`src/hw/rtl/smt_pkg.sv`:
```
// smt_pkg: shared types, constants and helper functions for the sprite motion tweener
// no dependencies; imported by every module of the block
package smt_pkg;

    localparam int NUM_SPRITES_DEF = 8;
    localparam int EASE_N          = 32;
    localparam int TIME_W          = 24;
    localparam int EL_W            = 9;
    localparam int POS_W           = 13;

    localparam logic [2:0] POP_PX  = 3'd4;
    localparam logic [2:0] HOP_PX  = 3'd5;
    localparam logic [2:0] SINK_PX = 3'd5;

    localparam logic [TIME_W-1:0] POP_MS       = 24'd250;
    localparam logic [TIME_W-1:0] HOP_MS       = 24'd200;
    localparam logic [TIME_W-1:0] HOP_HALF_MS  = 24'd100;
    localparam logic [TIME_W-1:0] SINK_FALL_MS = 24'd500;
    localparam logic [TIME_W-1:0] SINK_RISE_MS = 24'd150;

    localparam logic [7:0] EASE_TAB [EASE_N] = '{
        8'd255, 8'd254, 8'd252, 8'd249, 8'd245, 8'd239, 8'd232, 8'd224,
        8'd215, 8'd206, 8'd195, 8'd184, 8'd172, 8'd159, 8'd147, 8'd134,
        8'd121, 8'd108, 8'd96,  8'd83,  8'd71,  8'd60,  8'd49,  8'd40,
        8'd31,  8'd23,  8'd16,  8'd10,  8'd6,   8'd3,   8'd1,   8'd0
    };

    typedef enum logic [1:0] {
        DUR_100 = 2'd0,
        DUR_150 = 2'd1,
        DUR_250 = 2'd2,
        DUR_500 = 2'd3
    } t_dur;

    typedef struct packed {
        logic [EL_W-1:0] el;
        t_dur            dur;
        logic [2:0]      mag;
    } t_ease_req;

    typedef struct packed {
        logic              zoom_flag;
        logic [TIME_W-1:0] zoom_change_time;
        logic              zoom_armed;
        logic [7:0]        last_show_count;
        logic [TIME_W-1:0] hop_start_time;
        logic              sink_flag;
        logic [TIME_W-1:0] sink_change_time;
        logic              sink_armed;
    } t_sprite_state;

    function automatic logic [8:0] dur_ms(input t_dur d);
        logic [8:0] v;
        case (d)
            DUR_100: v = 9'd100;
            DUR_150: v = 9'd150;
            DUR_250: v = 9'd250;
            DUR_500: v = 9'd500;
            default: v = 9'd100;
        endcase
        return v;
    endfunction

    // floor(2^32 / duration)
    function automatic logic [25:0] dur_recip(input t_dur d);
        logic [25:0] v;
        case (d)
            DUR_100: v = 26'd42949672;
            DUR_150: v = 26'd28633115;
            DUR_250: v = 26'd17179869;
            DUR_500: v = 26'd8589934;
            default: v = 26'd42949672;
        endcase
        return v;
    endfunction

    // truncating divide by 255 for products up to 5 * 255
    function automatic logic [2:0] div255(input logic [10:0] p);
        logic [2:0] m;
        m = 3'd0;
        for (int k = 1; k <= 5; k++) begin
            if (p >= 11'(k * 255)) begin
                m = 3'(k);
            end
        end
        return m;
    endfunction

endpackage

```
`src/hw/rtl/smt_if.sv`:
```
// smt_in_if / smt_out_if: valid-ready channels carrying requests and results
// depends on nothing but the request field widths
interface smt_in_if;
    logic        valid;
    logic        ready;
    logic [2:0]  sprite_id;
    logic        zoom_on;
    logic        hop_active;
    logic [7:0]  show_count;
    logic        sink_wanted;
    logic [23:0] time_ms;

    modport source (output valid, sprite_id, zoom_on, hop_active, show_count,
                    sink_wanted, time_ms, input ready);
    modport sink   (input valid, sprite_id, zoom_on, hop_active, show_count,
                    sink_wanted, time_ms, output ready);
endinterface

interface smt_out_if;
    logic              valid;
    logic              ready;
    logic signed [2:0] pop_offset;
    logic signed [3:0] feet_offset;
    logic              moving;

    modport source (output valid, pop_offset, feet_offset, moving, input ready);
    modport sink   (input valid, pop_offset, feet_offset, moving, output ready);
endinterface

```
`src/hw/rtl/sprite_motion_tweener.sv`:
```
// sprite_motion_tweener: top level, sequencer around the shared ease unit and state store
// depends on smt_pkg, smt_if, smt_ease_unit and smt_state_mem
//
// usage:
//   i_in carries one request per sprite update: sprite id, wanted zoom, hop and
//   sink flags, show sequence number and the time in ms. o_out returns one
//   result per request: eased pop offset, feet offset and the moving flag.
//   a request is taken when valid and ready are both high at a rising edge.
//   i_in.ready is high only while the block is idle; one request is handled
//   at a time.
//   a request goes through a state read, then three serial passes through
//   the single ease unit for pop, hop and sink, before its result is valid.
//   the block takes no new request until the result of the last one has
//   been accepted; the three serial passes through the ease unit bound the rate.
//   the result is held in an output register until o_out.ready is seen; a
//   stalled receiver holds the block and the next request waits.
//   reset (i_rst_n low, synchronous) clears all sprite state to zero at once.
//   sprite ids at or above the sprite count wrap modulo that count.
module sprite_motion_tweener
    import smt_pkg::*;
#(
    parameter int NUM_SPRITES = NUM_SPRITES_DEF
) (
    input  logic i_clk,
    input  logic i_rst_n,
    smt_in_if.sink    i_in,
    smt_out_if.source o_out
);

    localparam int IDX_W = (NUM_SPRITES > 1) ? $clog2(NUM_SPRITES) : 1;

    typedef enum logic [8:0] {
        ST_IDLE = 9'b000000001,
        ST_RD   = 9'b000000010,
        ST_EZ   = 9'b000000100,
        ST_WZ   = 9'b000001000,
        ST_EH   = 9'b000010000,
        ST_WH   = 9'b000100000,
        ST_ES   = 9'b001000000,
        ST_WS   = 9'b010000000,
        ST_OUT  = 9'b100000000
    } t_state;

    function automatic logic [IDX_W-1:0] slot_of(input logic [2:0] id);
        logic [6:0] v;
        v = 7'(id);
        for (int i = 0; i < 7; i++) begin
            if (v >= 7'(NUM_SPRITES)) begin
                v = v - 7'(NUM_SPRITES);
            end
        end
        return v[IDX_W-1:0];
    endfunction

    t_state            r_state, n_state;
    logic [IDX_W-1:0]  r_slot;
    logic              r_zw, r_hop_en, r_sw;
    logic [7:0]        r_seq;
    logic [TIME_W-1:0] r_t;
    t_sprite_state     r_st, n_st;
    logic              r_act, r_first, r_mov;
    logic signed [2:0] r_pop;
    logic signed [3:0] r_hopv;
    logic signed [3:0] r_feet;

    t_sprite_state     rd_data;
    logic              accept;
    logic              ease_start, ease_done;
    logic [2:0]        ease_m, m_used;
    t_ease_req         ease_req;
    logic [TIME_W-1:0] el, el_e;
    logic [TIME_W-1:0] sink_dur;
    logic              act, mov_now, first;
    logic signed [3:0] sinkv;

    assign accept      = i_in.valid && i_in.ready;
    assign i_in.ready  = (r_state == ST_IDLE);
    assign o_out.valid = (r_state == ST_OUT);
    assign o_out.pop_offset  = r_pop;
    assign o_out.feet_offset = r_feet;
    assign o_out.moving      = r_mov;

    smt_state_mem #(
        .DEPTH (NUM_SPRITES),
        .IDX_W (IDX_W)
    ) u_mem (
        .i_clk     (i_clk),
        .i_rst_n   (i_rst_n),
        .i_rd_en   (accept),
        .i_rd_addr (slot_of(i_in.sprite_id)),
        .o_rd_data (rd_data),
        .i_wr_en   (r_state == ST_EZ),
        .i_wr_addr (r_slot),
        .i_wr_data (r_st)
    );

    smt_ease_unit u_ease (
        .i_clk   (i_clk),
        .i_rst_n (i_rst_n),
        .i_start (ease_start),
        .i_req   (ease_req),
        .o_done  (ease_done),
        .o_mag   (ease_m)
    );

    // state update for the addressed sprite
    always_comb begin
        n_st = rd_data;
        if (r_zw != rd_data.zoom_flag) begin
            n_st.zoom_flag        = r_zw;
            n_st.zoom_change_time = r_t;
            n_st.zoom_armed       = 1'b1;
        end
        if (r_hop_en && (r_seq != rd_data.last_show_count)) begin
            n_st.last_show_count = r_seq;
            n_st.hop_start_time  = r_t;
        end
        if (r_sw != rd_data.sink_flag) begin
            n_st.sink_flag        = r_sw;
            n_st.sink_change_time = r_t;
            n_st.sink_armed       = 1'b1;
        end
    end

    // ease request set-up for each pass
    always_comb begin
        ease_start = 1'b0;
        ease_req   = '{el: '0, dur: DUR_250, mag: POP_PX};
        el         = '0;
        el_e       = '0;
        act        = 1'b0;
        mov_now    = 1'b0;
        first      = 1'b0;
        sink_dur   = r_sw ? SINK_FALL_MS : SINK_RISE_MS;
        case (r_state)
            ST_EZ: begin
                el         = r_t - r_st.zoom_change_time;
                mov_now    = (el < POP_MS);
                act        = r_st.zoom_armed && mov_now;
                ease_start = 1'b1;
                ease_req   = '{el: act ? el[EL_W-1:0] : '0, dur: DUR_250, mag: POP_PX};
            end
            ST_EH: begin
                el         = r_t - r_st.hop_start_time;
                mov_now    = r_hop_en && (el < HOP_MS);
                act        = mov_now;
                first      = act && (el < HOP_HALF_MS);
                el_e       = first ? el : el - HOP_HALF_MS;
                ease_start = 1'b1;
                ease_req   = '{el: act ? el_e[EL_W-1:0] : '0, dur: DUR_100, mag: HOP_PX};
            end
            ST_ES: begin
                el         = r_t - r_st.sink_change_time;
                mov_now    = (el < sink_dur);
                act        = r_st.sink_armed && mov_now;
                ease_start = 1'b1;
                ease_req   = '{el: act ? el[EL_W-1:0] : '0,
                               dur: r_sw ? DUR_500 : DUR_150, mag: SINK_PX};
            end
            default: begin
                ease_start = 1'b0;
            end
        endcase
    end

    assign m_used = r_act ? ease_m : 3'd0;
    assign sinkv  = r_sw ? 4'(SINK_PX) - 4'(m_used) : 4'(m_used);

    always_comb begin
        n_state = r_state;
        case (r_state)
            ST_IDLE: if (accept) n_state = ST_RD;
            ST_RD:   n_state = ST_EZ;
            ST_EZ:   n_state = ST_WZ;
            ST_WZ:   if (ease_done) n_state = ST_EH;
            ST_EH:   n_state = ST_WH;
            ST_WH:   if (ease_done) n_state = ST_ES;
            ST_ES:   n_state = ST_WS;
            ST_WS:   if (ease_done) n_state = ST_OUT;
            ST_OUT:  if (o_out.ready) n_state = ST_IDLE;
            default: n_state = ST_IDLE;
        endcase
    end

    always_ff @(posedge i_clk) begin
        if (!i_rst_n) begin
            r_state <= ST_IDLE;
        end else begin
            r_state <= n_state;
        end
    end

    always_ff @(posedge i_clk) begin
        if (accept) begin
            r_slot   <= slot_of(i_in.sprite_id);
            r_zw     <= i_in.zoom_on;
            r_hop_en <= i_in.hop_active;
            r_seq    <= i_in.show_count;
            r_sw     <= i_in.sink_wanted;
            r_t      <= i_in.time_ms;
        end
        if (r_state == ST_RD) begin
            r_st <= n_st;
        end
        if (r_state == ST_EZ) begin
            r_mov <= mov_now;
        end else if ((r_state == ST_EH) || (r_state == ST_ES)) begin
            r_mov <= r_mov | mov_now;
        end
        if (ease_start) begin
            r_act   <= act;
            r_first <= first;
        end
        if ((r_state == ST_WZ) && ease_done) begin
            r_pop <= r_zw ? 3'(m_used) - 3'(POP_PX) : -3'(m_used);
        end
        if ((r_state == ST_WH) && ease_done) begin
            r_hopv <= r_first ? 4'(m_used) - 4'(HOP_PX) : -4'(m_used);
        end
        if ((r_state == ST_WS) && ease_done) begin
            r_feet <= r_hopv + sinkv;
        end
    end

`ifndef SYNTHESIS
    a_accept_reads: assert property (@(posedge i_clk) disable iff (!i_rst_n)
        accept |=> (r_state == ST_RD))
        else $error("request not followed by state read");

    a_ease_latency: assert property (@(posedge i_clk) disable iff (!i_rst_n)
        ease_start |-> ##4 ease_done)
        else $error("ease unit result not on time");

    a_result_range: assert property (@(posedge i_clk) disable iff (!i_rst_n)
        o_out.valid |-> (o_out.pop_offset <= 3'sd0) &&
                        (o_out.feet_offset >= -4'sd5) && (o_out.feet_offset <= 4'sd5))
        else $error("result offset out of range");

    a_no_start_while_waiting: assert property (@(posedge i_clk) disable iff (!i_rst_n)
        ((r_state == ST_WZ) || (r_state == ST_WH) || (r_state == ST_WS)) |-> !ease_start)
        else $error("ease unit restarted mid pass");
`endif

endmodule

```
`src/hw/rtl/smt_ease_unit.sv`:
```
// smt_ease_unit: shared four-stage ease evaluator (scaled time, table interpolation, scaling)
// depends on smt_pkg
module smt_ease_unit
    import smt_pkg::*;
(
    input  logic       i_clk,
    input  logic       i_rst_n,
    input  logic       i_start,
    input  t_ease_req  i_req,
    output logic       o_done,
    output logic [2:0] o_mag
);

    logic [3:0]       r_v;
    logic [21:0]      r_x;
    logic [47:0]      r_prod;
    t_dur             r_dur;
    logic [2:0]       r_mag1, r_mag2, r_mag3;
    logic [POS_W-1:0] r_pos;
    logic [7:0]       r_interp;
    logic [2:0]       r_m;

    logic [21:0]      x;
    logic [12:0]      q0;
    logic [21:0]      qd;
    logic [21:0]      rem;
    logic [8:0]       d;
    logic [4:0]       idx;
    logic [7:0]       frac, a, b, diff;
    logic [15:0]      step;

    always_comb begin
        x    = (22'(i_req.el) << 13) - (22'(i_req.el) << 8);
        d    = dur_ms(r_dur);
        q0   = r_prod[44:32];
        qd   = 22'(q0) * 22'(d);
        rem  = r_x - qd;
        idx  = r_pos[12:8];
        frac = r_pos[7:0];
        a    = EASE_TAB[idx];
        b    = (idx == 5'(EASE_N - 1)) ? 8'd0 : EASE_TAB[idx + 5'd1];
        diff = a - b;
        step = 16'(diff) * 16'(frac) + 16'd255;
    end

    always_ff @(posedge i_clk) begin
        if (!i_rst_n) begin
            r_v <= '0;
        end else begin
            r_v <= {r_v[2:0], i_start};
        end
    end

    always_ff @(posedge i_clk) begin
        if (i_start) begin
            r_x    <= x;
            r_prod <= 48'(x) * 48'(dur_recip(i_req.dur));
            r_dur  <= i_req.dur;
            r_mag1 <= i_req.mag;
        end
        if (r_v[0]) begin
            r_pos  <= (rem >= 22'(d)) ? q0 + 13'd1 : q0;
            r_mag2 <= r_mag1;
        end
        if (r_v[1]) begin
            r_interp <= a - step[15:8];
            r_mag3   <= r_mag2;
        end
        if (r_v[2]) begin
            r_m <= div255(11'(r_mag3) * 11'(r_interp));
        end
    end

    assign o_done = r_v[3];
    assign o_mag  = r_m;

endmodule

```
`src/hw/rtl/smt_state_mem.sv`:
```
// smt_state_mem: per-sprite motion state store with one valid bit per entry
// depends on smt_pkg; entries not yet written read as all zero
module smt_state_mem
    import smt_pkg::*;
#(
    parameter int DEPTH = NUM_SPRITES_DEF,
    parameter int IDX_W = 3
) (
    input  logic             i_clk,
    input  logic             i_rst_n,
    input  logic             i_rd_en,
    input  logic [IDX_W-1:0] i_rd_addr,
    output t_sprite_state    o_rd_data,
    input  logic             i_wr_en,
    input  logic [IDX_W-1:0] i_wr_addr,
    input  t_sprite_state    i_wr_data
);

    t_sprite_state mem [DEPTH];
    logic [DEPTH-1:0] r_valid;
    t_sprite_state    r_q;
    logic             r_qv;

    always_ff @(posedge i_clk) begin
        if (i_wr_en) begin
            mem[i_wr_addr] <= i_wr_data;
        end
        if (i_rd_en) begin
            r_q <= mem[i_rd_addr];
        end
    end

    always_ff @(posedge i_clk) begin
        if (!i_rst_n) begin
            r_valid <= '0;
            r_qv    <= 1'b0;
        end else begin
            if (i_wr_en) begin
                r_valid[i_wr_addr] <= 1'b1;
            end
            if (i_rd_en) begin
                r_qv <= r_valid[i_rd_addr];
            end
        end
    end

    assign o_rd_data = r_qv ? r_q : '0;

endmodule

```
`src/flat_wrapper.sv`:
```
// flat-port wrapper written by rule: the top's interface ports become plain ports
module sprite_motion_tweener_flat import smt_pkg::*;
#(
    parameter int NUM_SPRITES = NUM_SPRITES_DEF
)
  (i_clk, i_rst_n, i_in_valid, i_in_sprite_id, i_in_zoom_on, i_in_hop_active, i_in_show_count, i_in_sink_wanted, i_in_time_ms, i_in_ready, o_out_valid, o_out_pop_offset, o_out_feet_offset, o_out_moving, o_out_ready);
  smt_in_if i_in_i ();
  smt_out_if o_out_i ();
  input  logic i_clk;
  input  logic i_rst_n;
  input wire logic [$bits(i_in_i.valid)-1:0] i_in_valid;
  input wire logic [$bits(i_in_i.sprite_id)-1:0] i_in_sprite_id;
  input wire logic [$bits(i_in_i.zoom_on)-1:0] i_in_zoom_on;
  input wire logic [$bits(i_in_i.hop_active)-1:0] i_in_hop_active;
  input wire logic [$bits(i_in_i.show_count)-1:0] i_in_show_count;
  input wire logic [$bits(i_in_i.sink_wanted)-1:0] i_in_sink_wanted;
  input wire logic [$bits(i_in_i.time_ms)-1:0] i_in_time_ms;
  output wire logic [$bits(i_in_i.ready)-1:0] i_in_ready;
  output wire logic [$bits(o_out_i.valid)-1:0] o_out_valid;
  output wire logic [$bits(o_out_i.pop_offset)-1:0] o_out_pop_offset;
  output wire logic [$bits(o_out_i.feet_offset)-1:0] o_out_feet_offset;
  output wire logic [$bits(o_out_i.moving)-1:0] o_out_moving;
  input wire logic [$bits(o_out_i.ready)-1:0] o_out_ready;
  assign i_in_i.valid = i_in_valid;
  assign i_in_i.sprite_id = i_in_sprite_id;
  assign i_in_i.zoom_on = i_in_zoom_on;
  assign i_in_i.hop_active = i_in_hop_active;
  assign i_in_i.show_count = i_in_show_count;
  assign i_in_i.sink_wanted = i_in_sink_wanted;
  assign i_in_i.time_ms = i_in_time_ms;
  assign i_in_ready = i_in_i.ready;
  assign o_out_valid = o_out_i.valid;
  assign o_out_pop_offset = o_out_i.pop_offset;
  assign o_out_feet_offset = o_out_i.feet_offset;
  assign o_out_moving = o_out_i.moving;
  assign o_out_i.ready = o_out_ready;
  sprite_motion_tweener #(.NUM_SPRITES(NUM_SPRITES)) u_core (.i_clk(i_clk), .i_rst_n(i_rst_n), .i_in(i_in_i), .o_out(o_out_i));
endmodule
```
`config.mk`:
```
export PLATFORM = sky130hd
export DESIGN_NAME = sprite_motion_tweener_flat
export DESIGN_NICKNAME = d
export VERILOG_FILES = /design/src/hw/rtl/smt_pkg.sv /design/src/hw/rtl/smt_if.sv /design/src/hw/rtl/sprite_motion_tweener.sv /design/src/hw/rtl/smt_ease_unit.sv /design/src/hw/rtl/smt_state_mem.sv /design/src/flat_wrapper.sv
export SDC_FILE = /design/constraint.sdc
export NUM_CORES = 2
export LEC_CHECK = 0
export BUFFER_PORTS_ARGS = -buffer_cell sky130_fd_sc_hd__buf_4
export CORE_ASPECT_RATIO = 1.75
export CORE_MARGIN = 3
export CORE_UTILIZATION = 45
export DETAILED_ROUTE_END_ITERATION = 10
export GPL_TIMING_DRIVEN = 0
export PLACE_DENSITY_LB_ADDON = 0.15
export REMOVE_ABC_BUFFERS = 1
export SLEW_MARGIN = 20
export SYNTH_ARGS = -nofsm -noshare
export SYNTH_HDL_FRONTEND = slang
export SYNTH_SLANG_ARGS = --single-unit
```
`constraint.sdc`:
```
create_clock -name i_clk -period 20.7 [get_ports i_clk]
set_input_delay 2.07 -clock i_clk [delete_from_list [all_inputs] [get_ports i_clk]]
set_output_delay 2.07 -clock i_clk [all_outputs]
set_load 0.01 [all_outputs]
```
* After elaboration in Yosys (flattened, before gate mapping)
Memories as Yosys holds them, arrays and structs flattened. A register that Yosys moved wholly into a read port is not among the register bits. Index checks and enable logic that the tools add are counted.
Operators by class: add/sub/neg operators 17, $mul 4, magnitude comparators 15, equal/unequal tests 24, muxes and demuxes 45, bitwise logic cells 4, reductions and logical operators 17
Operators with widths (number):
- one-hot mux 26 bit (4 select lines) | 1
- 2-to-1 mux 9 bit | 10
- 2-to-1 mux 84 bit | 1
- one-hot mux 9 bit (9 select lines) | 1
- 2-to-1 mux 26 bit | 3
- subtractor 24 bit | 3
- less-than comparator 24 x 8 -> 1 bit, second input constant | 2
- multiplier 22 x 26 -> 45 bit | 1
- one-hot mux 14 bit (3 select lines) | 1
- 2-to-1 mux 8 bit | 5
- one-hot mux 9 bit (4 select lines) | 1
- 2-to-1 mux 32 bit | 1
- less-than comparator 24 bit | 1
- less-than comparator 24 x 7 -> 1 bit, second input constant | 1
- greater-or-equal comparator 11 x 10 -> 1 bit, second input constant | 2
- greater-or-equal comparator 22 x 9 -> 1 bit | 1
- multiplier 13 x 9 -> 22 bit | 1
- subtractor 22 x 17 -> 22 bit | 1
- subtractor 22 bit | 1
- adder 16 x 8 -> 16 bit, second input constant | 1
- multiplier 8 x 8 -> 16 bit | 1
- subtractor 8 bit | 2
- adder 13 x 1 -> 13 bit, second input constant | 1
- 2-to-1 mux 13 bit | 1
- 48 further kinds | 82
Word-level totals: bits in registers 260, bits in writable memories 672, ROM bits 512, input bits 42, output and inout port bits 10, logic and storage cells 163, memories 3
Memory list:
- u_core.u_mem.mem | words 8, bits a word 84, rd ports 1, clocked after memory_dff 1, write ports 1, RTL line smt_state_mem.sv:19 | t_sprite_state mem [DEPTH];
- (no name shown) | words 32, bits a word 8, rd ports 1, clocked after memory_dff 0, write ports 0, RTL line smt_ease_unit.sv:41 | b = (idx == 5'(EASE_N - 1)) ? 8'd0 : EASE_TAB[idx + 5'd1];
- (no name shown) | words 32, bits a word 8, rd ports 1, clocked after memory_dff 0, write ports 0, RTL line smt_ease_unit.sv:40 | a = EASE_TAB[idx];

* Longest topological paths before layout
word-level depth 11, depth in mapped cells 52, gate-level depth less buffers 51

* Hierarchy
A second synthesis with hierarchy kept.
Unflattened totals: cell total of the unflattened synthesis 4498, area, all modules 60382.9 um^2
By module, submodules not included:
- smt_state_mem | times used 1, cells each 1186, area an instance 28645.0 um^2, sequential area each 22881.9 um^2
- smt_ease_unit | times used 1, cells each 2216, area an instance 20848.7 um^2, sequential area each 1941.9 um^2
- sprite_motion_tweener | times used 1, cells each 1096, area an instance 10889.2 um^2, sequential area each 4264.1 um^2

* Least setup slack after synthesis
No wires, ideal clock.
path type flip-flop to flip-flop, from register u_core.r_t[0], to register u_core.u_ease.r_prod[39], data pin, setup time 0.258 ns, arrival 11.840 ns, data required time 20.442 ns, slack 8.602 ns, stages on the path, launching flop included 50, path buffers 1, clock period less this slack 12.098 ns, cell sequence edfxtp_1 -> inv_1 -> ha_1 -> inv_1 -> fa_1 -> a21o_1 -> a221oi_2 -> o21bai_1 -> a21oi_1 -> xnor2_1 -> ha_1 -> or4_1 -> or3_1 -> or3_1 -> and4b_1 -> and2_1 -> a22oi_1 -> o21ai_2 -> [14 not listed] -> fa_1 -> inv_1 -> fa_1 -> inv_1 -> fa_1 -> ha_1 -> ha_1 -> a21o_1 -> a21o_1 -> a21oi_1 -> nor2b_1 -> o21a_1 -> o21ai_0 -> o31ai_4 -> o21a_1 -> o21a_1 -> nor2_1 -> xnor2_1
Between the ends: cells in the longest elaborated chain, start to end 9, elaborated cells on any way between the ends 19, those cells by class add/sub (5); mul (1); order compare (4); mux (5); reduce/logical (4)
RTL lines:
- start: declaration | RTL line sprite_motion_tweener.sv:59 | logic [TIME_W-1:0] r_t;
- start signal: assignment | RTL line sprite_motion_tweener.sv:200 | r_t <= i_in.time_ms;
- subtractor 24 bit | RTL line sprite_motion_tweener.sv:144 | el = r_t - r_st.hop_start_time;
- less-than comparator 24 x 8 -> 1 bit | RTL line sprite_motion_tweener.sv:145 | mov_now = r_hop_en && (el < HOP_MS);
- logical AND 1 bit | RTL line sprite_motion_tweener.sv:145
- logical AND 1 bit | RTL line sprite_motion_tweener.sv:147 | first = act && (el < HOP_HALF_MS);
- 2-to-1 mux 9 bit | RTL line sprite_motion_tweener.sv:148 | el_e = first ? el : el - HOP_HALF_MS;
- 2-to-1 mux 9 bit | RTL line sprite_motion_tweener.sv:150 | ease_req = '{el: act ? el_e[EL_W-1:0] : '0, dur: DUR_100, mag: HOP_PX};
- one-hot mux 14 bit (3 select lines) (*) | RTL line sprite_motion_tweener.sv:135 | case (r_state)
- subtractor 22 x 17 -> 22 bit (*) | RTL line smt_ease_unit.sv:33 | x = (22'(i_req.el) << 13) - (22'(i_req.el) << 8);
- via u_core.u_ease.x[20] | RTL line smt_ease_unit.sv:23 | logic [21:0] x;
- multiplier 22 x 26 -> 45 bit (*) | RTL line smt_ease_unit.sv:57 | r_prod <= 48'(x) * 48'(dur_recip(i_req.dur));
- end signal: assignment | RTL line smt_ease_unit.sv:57
- end: declaration | RTL line smt_ease_unit.sv:16 | logic [47:0] r_prod;
The timed path passes the listed nets; every way through them passes the cells marked *. A chain may end at the register's enable or synchronous reset.

* Final worst setup path
Same ends and word-level chain as after synthesis.

==> run_results.csv <==
group,metric,value,unit
clock_tree,cts_max_level,3,
power_and_ir_drop,p_seq_frac,0.494,
placement,post-place-ws,6.53,ns
global_routing,groute.layer.met2.usage,0.415,
worst_hold_path,min_path_type,"register to register",
global_routing,grt.busiest_layer,"met2",
logic_synthesis,synth-edff-count,948,
global_routing,antenna_found_initial,3,
timing,setup-violations-final,0,
floorplan,die_area,0.138,mm^2
floorplan,start_util,0.453,
clock_tree,post_cts_resized,0,
logic_synthesis,ys_ff_latch,970,
routing,ant_nets,0,
logic_synthesis,synth_area_leaders,"edfxtp_1 (47%), fa_1 (13%), ha_1 (8.4%), mux4_2 (6.4%), inv_1 (4.0%)",
critical_path,start_kind,"register",
logic_synthesis,async_flop_share,0,
global_routing,grt-ovfl-total,0,
routing,first_iter_violations,2449,
routing,drcViolationCount,0,
power_and_ir_drop,intPower,3.35,mW
timing,rsz0062_at_grt,"no",
logic_synthesis,netlist_instances,4603,
status,status,"finished clean",
floorplan,ios,52,
timing,whs,0.448,ns
timing,max_slew_margin,0.225,
logic_synthesis,synth_cell_type_count,115,
floorplan,fp.dieH,490,um
critical_path,worstPathArrival,14.70,ns
cells_and_area,areaGrowthSynthToFinish,10.6,%
critical_path,cp_slowest_cell,"nor2_1",
timing,fin_ws,6.42,ns
floorplan,die_w,283,um
logic_synthesis,syn-cell-area,0.0602,mm^2
routing,dr_total_vias,36700,
power_and_ir_drop,combPwrFrac,0.164,
timing,fin_crit,14.28,ns
global_routing,grt_max_degree,79,
placement,dp_hpwl,115,mm
critical_path,required,21.11,ns
routing,drt-total-wl,153,mm
logic_synthesis,syn_area_per_cell,13.1,um^2
global_routing,met3_usage,0.0230,
floorplan,fp.coreArea,0.133,mm^2
clock_tree,cts-root-buf,"clkbuf_16",
cells_and_area,fin_nets,5549,
clock_tree,cts_sinks,970,
timing,fin_skew,0.0433,ns
clock_tree,clk-insertion-delay-late,0.70,ns
critical_path,cp_common_cell,"fa_1",
power_and_ir_drop,leakage,26.9,nW
logic_synthesis,yosys.area.top_type_share,0.473,
clock_tree,clk_path_buf_depth,3,
routing,viasPerCell,5.65,
critical_path,crit_path_max_fanout,9,
timing,tightest_slew,1.13,ns
power_and_ir_drop,swShare,0.267,
critical_path,end_kind,"register",
global_routing,grt_usage,0.227,
logic_synthesis,synth_top_area_cell,"edfxtp_1",
logic_synthesis,ys.flop_type,"edfxtp_1",
global_routing,first_global_vias,39500,
power_and_ir_drop,p_sw,1.22,mW
timing,hold_viol,0,
timing,post-route-period-util,0.690,
timing,maxSlewViolCount,0,
logic_synthesis,synth-warning-count,0,
clock_tree,cts_setup_buffers,0,
timing,tns,0,ns
placement,gp_congestion,0.902,
clock_tree,path_clk_slew,0.06,ns
job,cap_violations,0,
cells_and_area,drive_gt1_frac,0.140,
power_and_ir_drop,power_frac_clock,0.342,
clock_tree,cts_buffers,88,
timing,max_freq,70.0,MHz
power_and_ir_drop,power_density,68.7,mW/mm^2
logic_synthesis,ys_seq_area_frac,0.480,
global_routing,grt_pass1_wl,236,mm
global_routing,use_met1,0.274,
routing,dr.pass1.iters,5,
placement,place.port_buffers,51,
power_and_ir_drop,max-vdd-ir-drop,0.0568,mV
clock_tree,hold_buffers,0,
floorplan,fp-row-count,177,
critical_path,cp_slowest_stage_delay,0.77,ns
routing,wl_per_cell,23.5,um
clock_tree,tritoncts,"yes",
critical_path,path_class,"register to register",
-- cells in the mapped netlist (all sizes together) (34+ instances only) --
library cell  number
edfxtp           948
fa               383
nor3              51
nand2            320
a21oi            136
buf               37
mux4             170
nor2             195
xnor2             81
and2              97
xor2              47
nand3             43
clkbuf           125
mux2              93
nand2b            72
nor2b             58
ha               405
o21a              34
a21o              56
inv              642
o21ai            181
-- stage by stage --
step	cells	power [mW]	area [um^2]	util
floorplan	4441	2.80	59600	-
global placement	6192	3.05	62100	0.467
detailed placement	6329	3.05	63800	0.481
CTS	6489	4.62	66600	0.501
global route	6490	4.78	66600	0.501
finish	6491	4.57	66600	0.501
-- layout make-up --
cell class              instances  area, um^2
diodes                          2        5.00
clock buffers                 106        2310
clock inverters                54         425
fillers                     11500       66300
inverters                     642        2410
multi-input cells            2829       28400
flip-flops and latches        970       28900
well taps                    1700        2130
repair buffers                188        2020
-- cell usage in the layout (no fill, tap or decap), types with 23 or more instances in the layout --
master     count
nand2_1      319
clkbuf_16     90
edfxtp_1     948
o21a_1        33
nor2_1       191
a21o_1        54
nor3_1        43
mux2_2        92
buf_4        105
and2_1        94
nand4_1       23
buf_2         28
o21ai_0      171
nor2b_1       58
fa_1         383
nand3_1       42
nand2b_1      72
clkinv_1      23
or2_2         23
inv_1        638
a21oi_1      134
and3_1        25
xor2_1        46
xnor2_1       69
ha_1         403
mux4_2       170
-- state kept, by name (all words and copies together), names as in the netlist, 2 cells and up --
signal                    cells
u_core.r_seq                  8
u_core.o_out.feet_offset      4
u_core.u_ease.r_v             4
u_core.o_out.pop_offset       3
u_core.u_mem.r_valid          8
u_core.r_state                9
u_core.u_ease.r_prod         13
u_core.r_st                  84
u_core.u_ease.o_mag           3
u_core.r_t                   24
u_core.u_mem.mem            672
u_core.u_ease.r_x            14
u_core.r_hopv                 4
u_core.u_ease.r_dur           2
u_core.r_slot                 3
u_core.u_ease.r_pos          13
u_core.u_ease.r_interp        8
u_core.u_mem.r_q             84
-- logic make-up after synthesis --
kind of cell	count (synthesis)	synth area share
AOI/OAI and AO/OA	626	0.0697
buffers and inverters	804	0.0506
xor gates and xnor gates	129	0.0198
and+or+nand+nor	1006	0.0845
adders and majority gates	788	0.211
DFF	970	0.480
muxes	280	0.0838
-- per-layer routing --
| layer | routed length (um) | vias up | share of wire |
|---|---|---|---|
| met5 | 0 | - | 0 |
| met4 | 6140 | 0 | 0.040 |
| met3 | 5380 | 285 | 0.035 |
| met2 | 80700 | 899 | 0.53 |
| met1 | 60300 | 18900 | 0.40 |
| li1 | - | 16600 | - |
-- worst paths after layout --
| kind | startpoint | depth (start not counted) | end | slack [ns] |
|---|---|---|---|---|
| worst max-delay path | u_core.r_t[0]$_DFFE_PP_ | 46 | u_core.u_ease.r_prod[39]$_DFFE_PP_ | 6.42 |
| worst min-delay path | u_core.u_ease.r_mag1[0]$_SDFFCE_PP0P_ | 0 | u_core.u_ease.r_mag2[0]$_DFFE_PP_ | 0.45 |
| worst max register to register | u_core.r_t[0]$_DFFE_PP_ | 46 | u_core.u_ease.r_prod[39]$_DFFE_PP_ | 6.42 |
| worst min register to register | u_core.u_ease.r_mag1[0]$_SDFFCE_PP0P_ | 0 | u_core.u_ease.r_mag2[0]$_DFFE_PP_ | 0.45 |
-- worst max-delay path, delay by kind of cell (launching register included) --
| family | cells | cell delay (ns) |
|---|---|---|
| fa+ha+maj | 12 | 5.16 |
| compound gates | 17 | 3.70 |
| simple gates | 11 | 3.45 |
| xor+xnor | 3 | 0.64 |
| flops | 1 | 0.42 |
| buf+inv | 3 | 0.62 |
-- power groups by stage --
stage	logic, mW	clock network [mW]	registers, mW
2_1_floorplan	0.516	0	2.28
3_3_place_gp	0.726	0	2.32
3_5_place_dp	0.751	0	2.30
4_1_cts	0.756	1.61	2.26
5_1_grt	0.836	1.68	2.26
6_report	0.750	1.56	2.26
(Power assumes the default switching activity.)
